`config.mk`:
```
export PLATFORM = sky130hd
export DESIGN_NAME = wav_pcm_stream_parser_top_flat
export DESIGN_NICKNAME = d
export VERILOG_FILES = /design/src/hdl/wpsp_pkg.sv /design/src/hdl/wpsp_if.sv /design/src/hdl/wav_pcm_stream_parser_top.sv /design/src/hdl/wpsp_in_stage.sv /design/src/hdl/wpsp_parser.sv /design/src/hdl/wpsp_out_stage.sv /design/src/flat_wrapper.sv
export SDC_FILE = /design/constraint.sdc
export NUM_CORES = 1
export LEC_CHECK = 0
export BUFFER_PORTS_ARGS = -buffer_cell sky130_fd_sc_hd__clkbuf_2
export CAP_MARGIN = 15
export CORE_ASPECT_RATIO = 0.6
export CORE_UTILIZATION = 50
export DETAILED_ROUTE_END_ITERATION = 10
export GPL_TIMING_DRIVEN = 0
export PLACE_DENSITY = 0.67
export REMOVE_ABC_BUFFERS = 1
export SYNTH_ARGS = -nofsm -noshare
export SYNTH_HDL_FRONTEND = slang
export SYNTH_SLANG_ARGS = --single-unit
```
`constraint.sdc`:
```
create_clock -name clk -period 7.32 [get_ports clk]
set_input_delay 1.464 -clock clk [delete_from_list [all_inputs] [get_ports clk]]
set_output_delay 1.464 -clock clk [all_outputs]
set_load 0.01 [all_outputs]
```
`src/hdl/wpsp_pkg.sv`:
```
// Package with the shared types and constants of the WAV PCM stream parser.
package wpsp_pkg;

  typedef enum logic {
    OP_BYTE = 1'b0,
    OP_EOF  = 1'b1
  } op_t;

  typedef enum logic [1:0] {
    KIND_SAMPLE = 2'd0,
    KIND_DONE   = 2'd1,
    KIND_ERROR  = 2'd2
  } kind_t;

  typedef enum logic [2:0] {
    ERR_NONE     = 3'd0,
    ERR_NOT_RIFF = 3'd1,
    ERR_NOT_WAVE = 3'd2,
    ERR_FORMAT   = 3'd3,
    ERR_NO_DATA  = 3'd4
  } err_t;

  localparam logic [31:0] TAG_RIFF    = 32'h5249_4646;
  localparam logic [31:0] TAG_WAVE    = 32'h5741_5645;
  localparam logic [31:0] TAG_FMT     = 32'h666D_7420;
  localparam logic [31:0] TAG_DATA    = 32'h6461_7461;
  localparam logic [31:0] FMT_MIN_LEN = 32'd16;

  typedef struct packed {
    op_t        op;
    logic [7:0] data_byte;
  } in_item_t;

  typedef struct packed {
    kind_t              kind;
    logic signed [15:0] sample;
    logic [31:0]        sample_rate;
    err_t               error_code;
    logic               last;
  } out_item_t;

endpackage

```
`src/hdl/wpsp_if.sv`:
```
// Valid/ready channel interfaces for the byte input and the result output.
interface wpsp_in_if;
  logic       valid;
  logic       ready;
  logic       op;
  logic [7:0] data_byte;

  modport source (output valid, output op, output data_byte, input ready);
  modport sink   (input valid, input op, input data_byte, output ready);
endinterface

interface wpsp_out_if;
  logic               valid;
  logic               ready;
  logic [1:0]         kind;
  logic signed [15:0] sample;
  logic [31:0]        sample_rate;
  logic [2:0]         error_code;
  logic               last;

  modport source (output valid, output kind, output sample, output sample_rate,
                  output error_code, output last, input ready);
  modport sink   (input valid, input kind, input sample, input sample_rate,
                  input error_code, input last, output ready);
endinterface

```
`src/hdl/wav_pcm_stream_parser_top.sv`:
```
// Top level of the WAV PCM stream parser: input register, parser and result register.
//
// The in_ch channel takes one request per cycle: op selects a file byte in
// data_byte or the end-of-file marker. The out_ch channel returns mono 16-bit
// samples, then one final status (completion with the sample rate, or an error
// code) flagged by last.
// An accepted byte waits in the input register until the parser takes it, and
// its result, if any, waits in the result register for the receiver. Throughput
// is one byte per cycle while the receiver does not stall; every byte is handled
// by a single pass of the step logic between the input and result registers.
// After reset the parser expects a RIFF tag and both registers are empty. The
// end-of-file marker always returns the parser to that state.
// When the receiver stalls with a result waiting, the parser holds, the input
// register keeps its byte and in_ch.ready drops once that register is full.
module wav_pcm_stream_parser_top (
  input  logic       clk,
  input  logic       rst_n,
  wpsp_in_if.sink    in_ch,
  wpsp_out_if.source out_ch
);
  import wpsp_pkg::*;

  logic      item_valid;
  in_item_t  item;
  logic      out_free;
  logic      fire;
  logic      res_valid;
  out_item_t res;

  assign fire = item_valid && out_free;

  wpsp_in_stage u_in_stage (
    .clk        (clk),
    .rst_n      (rst_n),
    .in_ch      (in_ch),
    .fire       (fire),
    .item_valid (item_valid),
    .item       (item)
  );

  wpsp_parser u_parser (
    .clk       (clk),
    .rst_n     (rst_n),
    .fire      (fire),
    .item      (item),
    .res_valid (res_valid),
    .res       (res)
  );

  wpsp_out_stage u_out_stage (
    .clk       (clk),
    .rst_n     (rst_n),
    .out_ch    (out_ch),
    .res_valid (res_valid),
    .res       (res),
    .fire      (fire),
    .out_free  (out_free)
  );
endmodule

```
`src/hdl/wpsp_in_stage.sv`:
```
// Input register that holds one accepted request until the parser consumes it.
module wpsp_in_stage (
  input  logic                clk,
  input  logic                rst_n,
  wpsp_in_if.sink             in_ch,
  input  logic                fire,
  output logic                item_valid,
  output wpsp_pkg::in_item_t  item
);
  import wpsp_pkg::*;

  logic     in_v_r;
  in_item_t item_r;

  assign in_ch.ready = !in_v_r || fire;
  assign item_valid  = in_v_r;
  assign item        = item_r;

  always_ff @(posedge clk) begin
    if (!rst_n) begin
      in_v_r <= 1'b0;
    end else if (in_ch.ready) begin
      in_v_r <= in_ch.valid;
    end
    if (in_ch.valid && in_ch.ready) begin
      item_r.op        <= op_t'(in_ch.op);
      item_r.data_byte <= in_ch.data_byte;
    end
  end
endmodule

```
`src/hdl/wpsp_parser.sv`:
```
// Parser state and the per-byte step logic for RIFF/WAVE headers and PCM data.
module wpsp_parser (
  input  logic                clk,
  input  logic                rst_n,
  input  logic                fire,
  input  wpsp_pkg::in_item_t  item,
  output logic                res_valid,
  output wpsp_pkg::out_item_t res
);
  import wpsp_pkg::*;

  typedef enum logic [2:0] {
    PH_RIFF, PH_SIZE, PH_WAVE, PH_HDR, PH_FMT, PH_SKIP, PH_DATA, PH_PEND
  } phase_t;

  phase_t      phase_r, phase_nxt;
  logic [4:0]  bc_r, bc_nxt;
  logic [31:0] tag_r, tag_nxt;
  logic [31:0] len_r, len_nxt;
  logic [15:0] chan_r, chan_nxt;
  logic [31:0] rate_r, rate_nxt;
  logic [7:0]  low_r, low_nxt;
  logic        fmt_seen_r, fmt_seen_nxt;
  logic        reported_r, reported_nxt;
  logic        pad_r, pad_nxt;
  logic [7:0]  b;
  logic [31:0] skip_len;

  assign b = item.data_byte;

  always_comb begin
    phase_nxt    = phase_r;
    bc_nxt       = bc_r;
    tag_nxt      = tag_r;
    len_nxt      = len_r;
    chan_nxt     = chan_r;
    rate_nxt     = rate_r;
    low_nxt      = low_r;
    fmt_seen_nxt = fmt_seen_r;
    reported_nxt = reported_r;
    pad_nxt      = pad_r;
    res_valid    = 1'b0;
    res          = '0;
    skip_len     = len_r - FMT_MIN_LEN;

    if (item.op == OP_EOF) begin
      if (!reported_r) begin
        res_valid = 1'b1;
        res.last  = 1'b1;
        case (phase_r)
          PH_RIFF: begin
            res.kind       = KIND_ERROR;
            res.error_code = ERR_NOT_RIFF;
          end
          PH_SIZE, PH_WAVE: begin
            res.kind       = KIND_ERROR;
            res.error_code = ERR_NOT_WAVE;
          end
          PH_DATA, PH_PEND: begin
            res.kind        = KIND_DONE;
            res.sample_rate = rate_r;
          end
          default: begin
            res.kind       = KIND_ERROR;
            res.error_code = ERR_NO_DATA;
          end
        endcase
      end
      // The end marker always starts a fresh file.
      phase_nxt    = PH_RIFF;
      bc_nxt       = '0;
      tag_nxt      = '0;
      len_nxt      = '0;
      chan_nxt     = '0;
      rate_nxt     = '0;
      low_nxt      = '0;
      fmt_seen_nxt = 1'b0;
      reported_nxt = 1'b0;
      pad_nxt      = 1'b0;
    end else if (!reported_r) begin
      case (phase_r)
        PH_RIFF, PH_WAVE: begin
          tag_nxt = {tag_r[23:0], b};
          if (bc_r == 5'd3) begin
            bc_nxt = '0;
            if (phase_r == PH_RIFF) begin
              if (tag_nxt != TAG_RIFF) begin
                res_valid      = 1'b1;
                res.kind       = KIND_ERROR;
                res.error_code = ERR_NOT_RIFF;
                res.last       = 1'b1;
                reported_nxt   = 1'b1;
              end else begin
                phase_nxt = PH_SIZE;
              end
            end else begin
              if (tag_nxt != TAG_WAVE) begin
                res_valid      = 1'b1;
                res.kind       = KIND_ERROR;
                res.error_code = ERR_NOT_WAVE;
                res.last       = 1'b1;
                reported_nxt   = 1'b1;
              end else begin
                phase_nxt = PH_HDR;
              end
            end
          end else begin
            bc_nxt = bc_r + 5'd1;
          end
        end
        PH_SIZE: begin
          if (bc_r == 5'd3) begin
            bc_nxt    = '0;
            phase_nxt = PH_WAVE;
          end else begin
            bc_nxt = bc_r + 5'd1;
          end
        end
        PH_HDR: begin
          if (bc_r < 5'd4) begin
            tag_nxt = {tag_r[23:0], b};
            if (bc_r == 5'd3) begin
              len_nxt = '0;
            end
          end else begin
            case (bc_r[1:0])
              2'd0:    len_nxt[7:0]   = len_r[7:0]   | b;
              2'd1:    len_nxt[15:8]  = len_r[15:8]  | b;
              2'd2:    len_nxt[23:16] = len_r[23:16] | b;
              default: len_nxt[31:24] = len_r[31:24] | b;
            endcase
          end
          bc_nxt = bc_r + 5'd1;
          if (bc_r == 5'd7) begin
            if (tag_r == TAG_FMT && len_nxt >= FMT_MIN_LEN) begin
              phase_nxt = PH_FMT;
              bc_nxt    = '0;
            end else if (tag_r == TAG_DATA) begin
              if (!fmt_seen_r || chan_r != 16'd1 || rate_r == 32'd0) begin
                res_valid      = 1'b1;
                res.kind       = KIND_ERROR;
                res.error_code = ERR_FORMAT;
                res.last       = 1'b1;
                reported_nxt   = 1'b1;
              end else if (len_nxt == 32'd0) begin
                res_valid       = 1'b1;
                res.kind        = KIND_DONE;
                res.sample_rate = rate_r;
                res.last        = 1'b1;
                reported_nxt    = 1'b1;
              end else begin
                phase_nxt = PH_DATA;
                bc_nxt    = '0;
              end
            end else begin
              // Unknown or short chunk: skip its body and any pad byte.
              pad_nxt = len_nxt[0];
              if (len_nxt == 32'd0) begin
                phase_nxt = PH_HDR;
                bc_nxt    = '0;
              end else begin
                phase_nxt = PH_SKIP;
              end
            end
          end
        end
        PH_FMT: begin
          case (bc_r)
            5'd2:    chan_nxt = {8'd0, b};
            5'd3:    chan_nxt = {b, chan_r[7:0]};
            5'd4:    rate_nxt = {24'd0, b};
            5'd5:    rate_nxt[15:8]  = b;
            5'd6:    rate_nxt[23:16] = b;
            5'd7:    rate_nxt[31:24] = b;
            default: ;
          endcase
          bc_nxt = bc_r + 5'd1;
          if (bc_r == 5'd15) begin
            fmt_seen_nxt = 1'b1;
            len_nxt      = skip_len;
            pad_nxt      = len_r[0];
            if (skip_len == 32'd0 && !len_r[0]) begin
              phase_nxt = PH_HDR;
              bc_nxt    = '0;
            end else begin
              phase_nxt = PH_SKIP;
            end
          end
        end
        PH_SKIP: begin
          if (len_r != 32'd0) begin
            len_nxt = len_r - 32'd1;
          end else begin
            pad_nxt = 1'b0;
          end
          if (len_nxt == 32'd0 && !pad_nxt) begin
            phase_nxt = PH_HDR;
            bc_nxt    = '0;
          end
        end
        PH_DATA: begin
          bc_nxt  = bc_r + 5'd1;
          len_nxt = len_r - 32'd1;
          if (bc_r[0]) begin
            res_valid  = 1'b1;
            res.kind   = KIND_SAMPLE;
            res.sample = {b, low_r};
          end else begin
            low_nxt = b;
          end
          if (len_nxt == 32'd0) begin
            if (bc_r[0]) begin
              phase_nxt = PH_PEND;
            end else begin
              res_valid       = 1'b1;
              res.kind        = KIND_DONE;
              res.sample_rate = rate_r;
              res.last        = 1'b1;
              reported_nxt    = 1'b1;
            end
          end
        end
        PH_PEND: begin
          res_valid       = 1'b1;
          res.kind        = KIND_DONE;
          res.sample_rate = rate_r;
          res.last        = 1'b1;
          reported_nxt    = 1'b1;
        end
        default: ;
      endcase
    end
  end

  always_ff @(posedge clk) begin
    if (!rst_n) begin
      phase_r    <= PH_RIFF;
      bc_r       <= '0;
      tag_r      <= '0;
      len_r      <= '0;
      chan_r     <= '0;
      rate_r     <= '0;
      low_r      <= '0;
      fmt_seen_r <= 1'b0;
      reported_r <= 1'b0;
      pad_r      <= 1'b0;
    end else if (fire) begin
      phase_r    <= phase_nxt;
      bc_r       <= bc_nxt;
      tag_r      <= tag_nxt;
      len_r      <= len_nxt;
      chan_r     <= chan_nxt;
      rate_r     <= rate_nxt;
      low_r      <= low_nxt;
      fmt_seen_r <= fmt_seen_nxt;
      reported_r <= reported_nxt;
      pad_r      <= pad_nxt;
    end
  end

`ifndef NO_ASSERTIONS
  // Once a status has gone out, file bytes produce nothing until the end marker.
  a_quiet_after_status: assert property (@(posedge clk) disable iff (!rst_n)
    fire && reported_r && item.op == OP_BYTE |-> !res_valid)
    else $error("result produced after status was reported");

  // The end marker returns the parser to its start state.
  a_eof_resets: assert property (@(posedge clk) disable iff (!rst_n)
    fire && item.op == OP_EOF |=> phase_r == PH_RIFF && !reported_r && !fmt_seen_r)
    else $error("end marker did not reset the parser");

  // A status result from a file byte leaves the parser in the reported state.
  a_status_sticks: assert property (@(posedge clk) disable iff (!rst_n)
    fire && res_valid && res.last && item.op == OP_BYTE |=> reported_r)
    else $error("status result without reported flag");

  // Samples come only from the data chunk body.
  a_sample_in_data: assert property (@(posedge clk) disable iff (!rst_n)
    fire && res_valid && res.kind == KIND_SAMPLE |-> phase_r == PH_DATA && bc_r[0])
    else $error("sample produced outside the data body");
`endif
endmodule

```
`src/hdl/wpsp_out_stage.sv`:
```
// Result register that holds one result until the receiver takes it.
module wpsp_out_stage (
  input  logic                clk,
  input  logic                rst_n,
  wpsp_out_if.source          out_ch,
  input  logic                res_valid,
  input  wpsp_pkg::out_item_t res,
  input  logic                fire,
  output logic                out_free
);
  import wpsp_pkg::*;

  logic      out_v_r;
  out_item_t res_r;

  assign out_free           = !out_v_r || out_ch.ready;
  assign out_ch.valid       = out_v_r;
  assign out_ch.kind        = res_r.kind;
  assign out_ch.sample      = res_r.sample;
  assign out_ch.sample_rate = res_r.sample_rate;
  assign out_ch.error_code  = res_r.error_code;
  assign out_ch.last        = res_r.last;

  always_ff @(posedge clk) begin
    if (!rst_n) begin
      out_v_r <= 1'b0;
    end else if (fire && res_valid) begin
      out_v_r <= 1'b1;
    end else if (out_ch.ready) begin
      out_v_r <= 1'b0;
    end
    if (fire && res_valid) begin
      res_r <= res;
    end
  end
endmodule

```
`src/flat_wrapper.sv`:
```
// flat-port wrapper written by rule: the top's interface ports become plain ports
module wav_pcm_stream_parser_top_flat import wpsp_pkg::*;
  (clk, rst_n, in_ch_valid, in_ch_op, in_ch_data_byte, in_ch_ready, out_ch_valid, out_ch_kind, out_ch_sample, out_ch_sample_rate, out_ch_error_code, out_ch_last, out_ch_ready);
  wpsp_in_if in_ch_i ();
  wpsp_out_if out_ch_i ();
  input  logic clk;
  input  logic rst_n;
  input wire logic [$bits(in_ch_i.valid)-1:0] in_ch_valid;
  input wire logic [$bits(in_ch_i.op)-1:0] in_ch_op;
  input wire logic [$bits(in_ch_i.data_byte)-1:0] in_ch_data_byte;
  output wire logic [$bits(in_ch_i.ready)-1:0] in_ch_ready;
  output wire logic [$bits(out_ch_i.valid)-1:0] out_ch_valid;
  output wire logic [$bits(out_ch_i.kind)-1:0] out_ch_kind;
  output wire logic [$bits(out_ch_i.sample)-1:0] out_ch_sample;
  output wire logic [$bits(out_ch_i.sample_rate)-1:0] out_ch_sample_rate;
  output wire logic [$bits(out_ch_i.error_code)-1:0] out_ch_error_code;
  output wire logic [$bits(out_ch_i.last)-1:0] out_ch_last;
  input wire logic [$bits(out_ch_i.ready)-1:0] out_ch_ready;
  assign in_ch_i.valid = in_ch_valid;
  assign in_ch_i.op = in_ch_op;
  assign in_ch_i.data_byte = in_ch_data_byte;
  assign in_ch_ready = in_ch_i.ready;
  assign out_ch_valid = out_ch_i.valid;
  assign out_ch_kind = out_ch_i.kind;
  assign out_ch_sample = out_ch_i.sample;
  assign out_ch_sample_rate = out_ch_i.sample_rate;
  assign out_ch_error_code = out_ch_i.error_code;
  assign out_ch_last = out_ch_i.last;
  assign out_ch_i.ready = out_ch_ready;
  wav_pcm_stream_parser_top u_core (.clk(clk), .rst_n(rst_n), .in_ch(in_ch_i), .out_ch(out_ch_i));
endmodule
```
==> results.py <==
metrics = {
    "synthesis": {
        "ys_dominant_reg_cell": "dfxtp_1",
        "synth_edf_count": 63,
        "yosysTopAreaCell": "dfxtp_1",
        "ys_warn_count": 0,
        "async_reset_ff_share_pct": 0,
        "syn-cell-area_sq_um": 11300,
        "synth_top_cells_by_area": "dfxtp_1, edfxtp_1, nor2b_1",
        "syn_inst": 1327,
        "synth.distinct_cells": 78,
        "seq_area_frac_synth_pct": 40.2,
        "yosysTopAreaCellShare_pct": 23.5,
        "avgSynthCellArea_sq_um": 8.54,
        "ys_ff_latch": 196,
    },
    "worst_hold_path": {
        "min_path_type": "flop to flop",
    },
    "finish": {
        "syn_to_final_growth_pct": 10.2,
        "n_fill_cell": 2057,
        "fin_nets": 1337,
        "instances_no_fill": 1634,
        "ff_latch_area_sq_um": 4550,
        "final_layout_size_suffix_gt1_share_pct": 10.5,
        "multi_input_area_sq_um": 6300,
    },
    "route": {
        "drtAntennaViolNets": 0,
        "drc": 0,
        "via_count": 11000,
        "post_drt_wl_per_cell_um": 24.3,
        "first_pass_iters": 6,
        "drt-total-wl_um": 39700,
        "vias_per_cell": 6.70,
        "drtIter0Drc": 1504,
    },
    "global_route": {
        "grt.total_usage_pct": 34.5,
        "grt_pass1_wl_um": 60300,
        "grt_max_degree": 101,
        "grt_overflow_total": 0,
        "antenna_found_initial": 1,
        "grt_pass1_vias": 9825,
    },
    "timing": {
        "timing.fmax_mhz": 176,
        "fin_crit_sh_pct": 77.7,
        "tightestPinTransition_ns": 1.23,
        "finalHoldViolCount": 0,
        "relSlewSlack_pct": 18.1,
        "period_needed_ns": 5.69,
        "rsz0062_at_grt": "false",
        "final.setup_skew_ns": 0.0147,
        "tns_ns": 0,
        "maxSlewViolCount": 0,
        "finalSetupViolations": 0,
    },
    "cts": {
        "cts_tree": "yes",
        "cts_setup_buffers": 0,
        "clock_path_buffers": 2,
        "numCtsBuffers": 17,
        "htreeDepth": 4,
        "clk_pin_slew_worst_paths_ns": 0.07,
        "ctsResizeCount": 0,
        "cts_sinks": 196,
        "root_buffer": "clkbuf_16",
        "clock_latency_ns": 0.45,
        "cts-hold-fix-buffers": 0,
    },
    "placement": {
        "dp_hpwl_um": 28300,
        "io_buffers": 68,
        "gp_congestion": 1.00,
        "dp.cells": 1594,
    },
    "worst_setup_path": {
        "critPathLaunchType": "flop",
        "slowest_delay_ns": 0.86,
        "path_class": "flop to flop",
        "crit_path_top_delay_cell": "nor3b_1",
        "worstPathCellList": "inv_1 > ha_1 > nor3b_1 > nand3_2 > nor3_1 > xor2_1 > nor4_1 > nand4_1 > a31oi_1 > o22ai_1 > a21oi_4 > buf_16 > buf_16",
        "cp-end-kind": "flop",
        "cpMostUsedCell": "buf_16",
        "worstPathRequired_ns": 7.47,
        "arrival_ns": 5.83,
        "path_max_fanout": 21,
    },
    "power": {
        "leakage_uw": 0.00448,
        "power_uw": 2140,
        "peakVddDrop_mv": 0.158,
        "powerDensity_nw_per_um2": 171,
    },
    "floorplan": {
        "io_pins": 69,
        "rows": 42,
        "dieHeight_um": 119,
        "die_x_um": 196,
        "die_area_sq_um": 23300,
        "core_sq_um": 22100,
        "start_util_pct": 51.2,
    },
    "status": {
        "status": "completed",
    },
    "job": {
        "cap_violations": 0,
    },
}
## final cells by class
class	instances	area share, %
well taps	308	3.08
inverters	18	0.541
repair buffers	83	5.04
clock inverters	6	0.340
clock buffers	26	4.08
flip-flops and latches	196	36.4
multi-input cells	996	50.5
diodes	1	0.0200
## cells in the mapped netlist (12+ instances only)
master and count:
a221oi_1 21, edfxtp_1 63, dfxtp_1 133, xor2_1 12, nand3_1 63, a21oi_1 83
ha_1 12, xnor2_1 15, nand2_1 74, a22oi_1 40, a211oi_1 12, nor2_1 66
o31ai_1 14, nor2b_1 102, inv_1 18, nor4_1 39, clkbuf_1 101, o21ai_0 71
nand4_1 17, and2_1 74, a31oi_1 15, nor3_1 61
## path summary, 6_finish.rpt
check,depth (start not counted),slack [ns],end,start
max reg2reg,13,1.63,u_core.u_out_stage.out_ch.sample_rate[30],u_core.u_parser.len_r[4]
max,13,1.63,u_core.u_out_stage.out_ch.sample_rate[30],u_core.u_parser.len_r[4]
min reg2reg,2,0.50,u_core.u_parser.fmt_seen_r,u_core.u_parser.fmt_seen_r
min,2,0.50,u_core.u_parser.fmt_seen_r,u_core.u_parser.fmt_seen_r
## per-stage QoR
step | setup slack [ns] | utilization (%) | area (sq um) | hold WS [ns]
global placement | -1.27 | 52.4 | 11600 | 0.452
detailed placement | 1.78 | 53.5 | 11800 | 0.465
CTS | 1.74 | 56.0 | 12400 | 0.485
finish | 1.63 | 56.5 | 12500 | 0.499
global route | 1.45 | 56.5 | 12500 | 0.545
floorplan | 1.25 | - | 10900 | 0.430
## flip-flops by register name (all words and copies together) (netlist names), 5 cells and up
signal,count
u_core.u_in_stage.item,9
u_core.u_out_stage.out_ch.sample,16
u_core.u_out_stage.out_ch.sample_rate,32
u_core.u_parser.bc_r,5
u_core.u_parser.chan_r,16
u_core.u_parser.len_r,32
u_core.u_parser.low_r,8
u_core.u_parser.rate_r,32
u_core.u_parser.tag_r,32
## report_power, final
part,internal [uW],switching (uW)
Combinational,30.7,63.9
Sequential,1130,19.6
Clock,483,413
Total,1640,497
## routing by layer
metal | vias to the layer above | track usage, % | part of all wire, %
li1 | 4925 | - | -
met3 | 50 | 12.5 | 14
met5 | - | 0 | 0.028
met2 | 704 | 41.5 | 36
met1 | 5273 | 55.5 | 48
met4 | 2 | 8.11 | 1.3
## critical path: cells and delay by family, from the launching register on
kind	cells	cell delay, ns
XOR/XNOR	1	0.19
adder cells (fa/ha/maj)	1	0.39
buffers and inverters	3	0.64
AND/OR/NAND/NOR	5	2.55
AO/OA/AOI/OAI	3	1.10
flip-flops	1	0.47
## layout by cell type (no fill, tap or decap), types with 18 or more instances in the layout
master	count
dfxtp_1	133
and2_1	74
nor3_1	60
nand3_1	63
nor2_1	65
nor2b_1	102
nand2_1	74
inv_1	18
nor4_1	39
clkbuf_2	68
a22oi_1	40
a221oi_1	21
a21oi_1	80
edfxtp_1	63
o21ai_0	70
## cell families after synthesis
group / count (synthesis) / share of synthesized area [%]
xor+xnor: 27 / 2.09
buf+inv: 135 / 4.66
fa+ha+maj: 12 / 1.32
simple gates: 584 / 29.3
mux: 10 / 0.883
compound gates: 363 / 21.6
flops: 196 / 40.2
Note: power is estimated with default switching activity, not from simulation.
